$ cat config.mk
export PLATFORM = sky130hd
export DESIGN_NAME = cpd_front
export DESIGN_NICKNAME = d
export VERILOG_FILES = /design/src/cpd_pkg.sv /design/src/cpd_front.sv
export SDC_FILE = /design/constraint.sdc
export NUM_CORES = 1
export LEC_CHECK = 0
export BUFFER_PORTS_ARGS = -buffer_cell sky130_fd_sc_hd__clkbuf_2
export CAP_MARGIN = 20
export CORE_UTILIZATION = 37
export CTS_BUF_LIST = sky130_fd_sc_hd__clkbuf_8
export DETAILED_ROUTE_END_ITERATION = 6
export PLACE_DENSITY = 0.84
export SKIP_LAST_GASP = 1
export SYNTH_ARGS = -nofsm -noshare
export SYNTH_HDL_FRONTEND = slang
export SYNTH_SLANG_ARGS = --single-unit
$ cat constraint.sdc
create_clock -name clock -period 2.3 [get_ports clock]
set_clock_uncertainty 0.05 [all_clocks]
set_input_delay 0.46 -clock clock [delete_from_list [all_inputs] [get_ports clock]]
set_output_delay 0.46 -clock clock [all_outputs]
set_load 0.05 [all_outputs]
$ cat src/cpd_pkg.sv
package cpd_pkg;

   localparam int MaxPoints = 1024;
   localparam int CoordBits = 24;
   localparam int AddrBits = $clog2(MaxPoints);
   localparam int CountBits = $clog2(MaxPoints + 1);
   localparam int SqBits = 49;
   localparam int DistBits = 41;
   localparam int DiffBits = CoordBits + 1;

   localparam logic [1:0] STATUS_OK = 2'd0;
   localparam logic [1:0] STATUS_FEW = 2'd1;
   localparam logic [1:0] STATUS_DROP = 2'd2;

   localparam logic [SqBits-1:0] SqMax = {SqBits{1'b1}};

   typedef struct packed {
      logic signed [CoordBits-1:0] x_coord;
      logic signed [CoordBits-1:0] y_coord;
      logic last_point;
   } req_type;

   typedef struct packed {
      logic [SqBits-1:0] min_sq_distance;
      logic [DistBits-1:0] min_distance_fixed;
      logic [1:0] status;
   } rsp_type;

   // one command passed from front to back
   typedef struct packed {
      logic [CountBits-1:0] count;
      logic overflow;
   } job_type;

endpackage

$ cat src/cpd_front.sv
module cpd_front
   import cpd_pkg::*;
(
   input  logic clock,
   input  logic reset,
   input  logic req_valid,
   output logic req_ready,
   input  req_type req_data,
   input  logic back_busy,
   output logic wr_en,
   output logic [AddrBits-1:0] wr_addr,
   output logic signed [CoordBits-1:0] wr_x,
   output logic signed [CoordBits-1:0] wr_y,
   output logic job_valid,
   input  logic job_ready,
   output job_type job
);

   logic [CountBits-1:0] count_ff, count_in;
   logic ovf_ff, ovf_in;
   logic pend_ff, pend_in;
   job_type job_ff, job_in;
   logic take, store;

   // the store is shared with the back part, so hold loading while a job is pending or the back part is busy
   assign req_ready = !pend_ff && !back_busy;
   assign take = req_valid && req_ready;
   assign store = take && (count_ff < CountBits'(MaxPoints));

   assign wr_en = store;
   assign wr_addr = count_ff[AddrBits-1:0];
   assign wr_x = req_data.x_coord;
   assign wr_y = req_data.y_coord;
   assign job_valid = pend_ff;
   assign job = job_ff;

   always_comb begin
      count_in = count_ff;
      ovf_in = ovf_ff;
      pend_in = pend_ff;
      job_in = job_ff;
      if (pend_ff && job_ready) begin
         pend_in = 1'b0;
      end
      if (take) begin
         if (store) begin
            count_in = count_ff + 1'b1;
         end else begin
            ovf_in = 1'b1;
         end
         if (req_data.last_point) begin
            job_in.count = store ? count_ff + 1'b1 : count_ff;
            job_in.overflow = ovf_ff || !store;
            pend_in = 1'b1;
            count_in = '0;
            ovf_in = 1'b0;
         end
      end
   end

   always_ff @(posedge clock) begin
      if (reset) begin
         count_ff <= '0;
         ovf_ff <= 1'b0;
         pend_ff <= 1'b0;
      end else begin
         count_ff <= count_in;
         ovf_ff <= ovf_in;
         pend_ff <= pend_in;
      end
      job_ff <= job_in;
   end

endmodule

Word-level counts from Yosys, hierarchy flattened
Index checks and enable logic that the tools add are counted.

storage, ports and cells
  latch bits = 0
  bits in read-only memories = 0
  logic and storage cells = 25
  output and inout port bits = 73
  bits in registers = 25
  bits in writable memories = 0
  memories = 0
  input bits = 54

cells by class
  order comparisons = 1
  multipliers = 0
  eq/ne operators = 1
  bitwise gates (word level) = 0
  shift-type cells = 0
  mux-type cells = 7
  add/sub/neg operators = 1
  reduce and logical (&&, ||, !) cells = 10
  divide/modulo/power cells = 0

operator list
  operator                                                         number
  11-bit two-way mux                                               2
  11-bit by 1-bit adder with 11-bit output, second input constant  1
  11-bit < comparator, second input constant                       1
  1-bit two-way mux                                                5
  1-bit logical AND                                                4
  2-bit AND reduction                                              2
  1-bit logical NOT                                                3
  2-bit inequality test, second input constant                     1
  1-bit logical OR                                                 1

Logic depth before layout (Yosys ltp)
  depth in word-level cells = 6
  gate-level depth with buffers = 7
  mapped depth without buffers = 5

Worst setup path before layout
No wires, ideal clock.

  path type = reg-to-reg
  from = reg pend_ff, in the netlist job_valid
  to = reg job_ff, in the netlist job[7] (data pin)
  data arrival time = 1.821 ns
  setup slack = 0.169 ns
  path buffers = 2
  setup time = 0.261 ns
  cell stages (with the launch flop) = 7
  cell sequence = dfxtp_1 or4b_1 buf_6 inv_6 buf_4 nand4_1 xnor2_1

on the way
  longest elaborated chain between the ends = 5

ends and longest elaborated chain
  what                      line             text
  start: declaration        cpd_front.sv:21  logic pend_ff, pend_in;
  start signal: assignment  cpd_front.sv:69  pend_ff <= pend_in;
  1-bit logical NOT         cpd_front.sv:26  assign req_ready = !pend_ff && !back_busy;
  1-bit logical AND         cpd_front.sv:26
  1-bit logical AND         cpd_front.sv:27  assign take = req_valid && req_ready;
  1-bit logical AND         cpd_front.sv:28  assign store = take && (count_ff < CountBits'(MaxPoints));
  via wr_en                 cpd_front.sv:10  output logic wr_en,
  11-bit two-way mux        -
  end signal: assignment    cpd_front.sv:71  job_ff <= job_in;
  end: declaration          cpd_front.sv:22  job_type job_ff, job_in;

The timed path passes the listed nets, and every way through them passes these cells.
A chain may end at the register's enable or synchronous reset.

Worst setup path after layout
  from = reg count_ff[10]
  to = out wr_en

on the way
  longest elaborated chain between the ends = 2

ends and longest elaborated chain
  what                      line             text
  start: declaration        cpd_front.sv:19  logic [CountBits-1:0] count_ff, count_in;
  start signal: assignment  cpd_front.sv:67  count_ff <= count_in;
  11-bit < comparator       cpd_front.sv:28
  1-bit logical AND         cpd_front.sv:28
  end: declaration          cpd_front.sv:10

No other way between the ends.

==> metrics <==
CP Class reg2out; async set-reset flop share out of synthesis 0%; final period utilization between 90 and 100%; max_cap viols 0; CTS Buf Count 3; Total GRT Usage 13.3%; critical path launch point type register; CP max stage cell or4b_4; sequential cell area fraction in the yosys report 37.3%; antenna violations before repair 0; Layout area overhead -10.6%; post-placement setup slack roughly 0.09 ns; Setup TNS 0 ns; filler cell count in the final layout 466; fin. max-slew vios 0; RePlAce Congestion about 0.8; Pwr Density roughly 560 nW/µm²; post-route ant nets 0; Flop pwr share a little under three fifths; crit path from count_ff[10]; share of cells above drive strength 1 ~28%; Die W around 69 µm; fmax 458 MHz; Hold Violations, Final 0; Clock Power Share a little under a third; CTS H-Tree Depth 1; RR Endpoint count_ff[4]; Clock Root Buffer clkbuf_8; antenna cells 0; initial core utilization 38.4%; TritonCTS clock tree yes; critical path required time approximately 1.8 ns; Comb pwr share 12.3%; Worst-Margin Slew 0.323 ns; FF-to-FF setup slack approximately 0.44 ns; Worst Reg2Reg Path Length in Cells 5; sequential cell area 621 µm²; switching share of total power between 20% and 30%; Max clock buf depth 2; CP Capture Point wr_en; Setup WS post-layout roughly 0.12 ns; CTS sink cnt 25; Synth Flop Type dfxtp_1; area of the multi-input gates 548 µm²; FF-to-FF Start count_ff[10]; total number of vias 1059; placed wire-length estimate around 2.6 mm; Std-Cell Core Area between 4000 and 5000 µm²; worst vdd ir ~0.19 mV; HP Start job_ready; vias in the first global route approximately 940; minimum clock period roughly 2.2 ns; CP Cell Sequence or4b_4 > inv_6 > clkbuf_2; first-pass GRT wire length ~5 mm; Post-CTS Setup Inserts 0; Worst slew margin 78.4%; slowest stage delay, CP 0.63 ns; CP Capture Type output port; DRC 0; worst path arrival time 1.67 ns; pin count of the biggest net entering global routing 15; RSZ-0062 raised after global routing false; grt total ovfl 0; EDFF count, synth 12; P_leak 0.590 nW; Hold Crit Class in2reg; Mean Syn Cell Area 9.28 µm²; Gate Count Post-Synth around 180; syn_nets around 230; Initial DRT Pass Iterations 4; switching power between 200 and 250 µW; IO Count 127; final setup fails 0; Die Y around 69 µm; Clk Latency, worst-skew pair roughly 0.26 ns; final wirelength 3.28 mm; Initial DRC Count approximately 100; synthesized area roughly 1700 µm²; drt wl/cell around 16 µm; distinct cell type count after synthesis 35; Placed Cells around 200; YS warnings 0; Die ar. between 4000 and 5000 µm²; Buffers on Ports 30; Synth Register Bits 25; CP Max Fanout 12; non-filler instance count after layout between 200 and 250; clk slew on worst S/H paths roughly 0.080 ns; Via-to-Cell Ratio 5.24; outcome complete, no violations; Core Rows 24; fin nets between 200 and 250; Int Pwr 621 µW
sequential cells by signal, indices dropped and copies added, names as in the netlist:
register / flops
job_valid: 1
job: 12
count_ff: 11
ovf_ff: 1
placed cells by master, fill, tap and decap left out, drive strengths merged, types with 2 or more instances in the layout:
cell type,synthesis,routed
nor2,8,8
inv,4,4
or3,2,2
nand2,10,10
or4b,2,2
buf,60,3
and3,2,2
clkbuf,6,33
nand4,3,3
edfxtp,12,12
and2,2,2
nor3,2,2
xnor2,8,8
a21oi,12,12
mux2i,2,2
nand3,4,4
and4,2,2
nor2b,4,4
a41oi,2,2
dfxtp,13,13
nand2b,3,3
o21ai,7,7
metal layers:
layer | up-vias | routed length, µm | GRT usage, %
met2 | 68 | 1650 | 22.2
met1 | 490 | 1250 | 15.0
met4 | 0 | 81 | 7.48
li1 | 489 | - | -
met3 | 12 | 303 | 3.95
met5 | - | 0 | 0
critical path: cells and delay by family, from the launching register on:
kind | cells | cell delay [ns]
simple gates | 1 | 0.63
flops | 1 | 0.35
buf+inv | 2 | 0.43
worst min path at each step:
stage / depth (start not counted) / endpoint / slack (ns)
after global routing: 3 / job_valid / 0.43
after floorplan: 2 / ovf_ff / 0.38
after global placement: 2 / ovf_ff / 0.40
after CTS: 3 / job_valid / 0.42
after detailed placement: 2 / ovf_ff / 0.41
final: 3 / job_valid / 0.42
layout make-up:
type | count | share of cell area (%)
Inverter | 4 | 1.35
Timing Repair Buffer | 33 | 12.5
Clock inverter | 1 | 0.337
Multi-Input combinational cell | 84 | 36.9
Sequential cell | 25 | 41.8
Tap cell | 52 | 4.38
Clock buffer | 3 | 2.78
cells in the mapped netlist (all sizes together), types with 2 or more instances:
master  count  area, µm²
and2        2       12.5
nand4       3       33.8
a21oi      12       60.1
or4b        2       20.0
and4        2       17.5
nand2b      3       18.8
nor3        2       10.0
clkbuf      6       22.5
nand2      10       37.5
nand3       4       20.0
edfxtp     12        360
xnor2       8       70.1
buf        60        454
nor2        8       30.0
or3         2       12.5
nor2b       4       25.0
a41oi       2       17.5
and3        2       12.5
mux2i       2       20.0
dfxtp      13        260
o21ai       7       35.0
inv         4       20.0
power by group through the flow:
stage	registers (mW)	logic (mW)	clock network, mW
global placement	0.489	0.0996	0
global route	0.480	0.109	0.273
detailed placement	0.489	0.101	0
floorplan	0.514	0.276	0
CTS	0.479	0.103	0.263
finish	0.479	0.102	0.252
metrics by stage:
stage / area, µm² / utilization (%) / total power [mW] / hold slack [ns]
after floorplan: 1660 / - / 0.790 / 0.378
after global placement: 1440 / 33.2 / 0.589 / 0.403
after detailed placement: 1440 / 33.2 / 0.590 / 0.406
after CTS: 1490 / 34.3 / 0.845 / 0.420
after global routing: 1490 / 34.3 / 0.862 / 0.433
final: 1490 / 34.3 / 0.833 / 0.419
logic make-up after synthesis:
| logic type | count (synthesis) | share of synthesized area (%) |
|---|---|---|
| AO/OA/AOI/OAI | 24 | 8.13 |
| flip-flops | 25 | 37.3 |
| adder cells (fa/ha/maj) | 1 | 0.753 |
| buffers and inverters | 70 | 29.9 |
| XOR/XNOR | 9 | 4.74 |
| AND/OR/NAND/NOR | 48 | 17.9 |
| multiplexers | 2 | 1.20 |
timing repair:
item,in CTS,in global routing
gates resized for setup,1,0
hold buffers,0,0
setup endpoints to repair,1,0
Note: power is estimated with default switching activity, not from simulation.
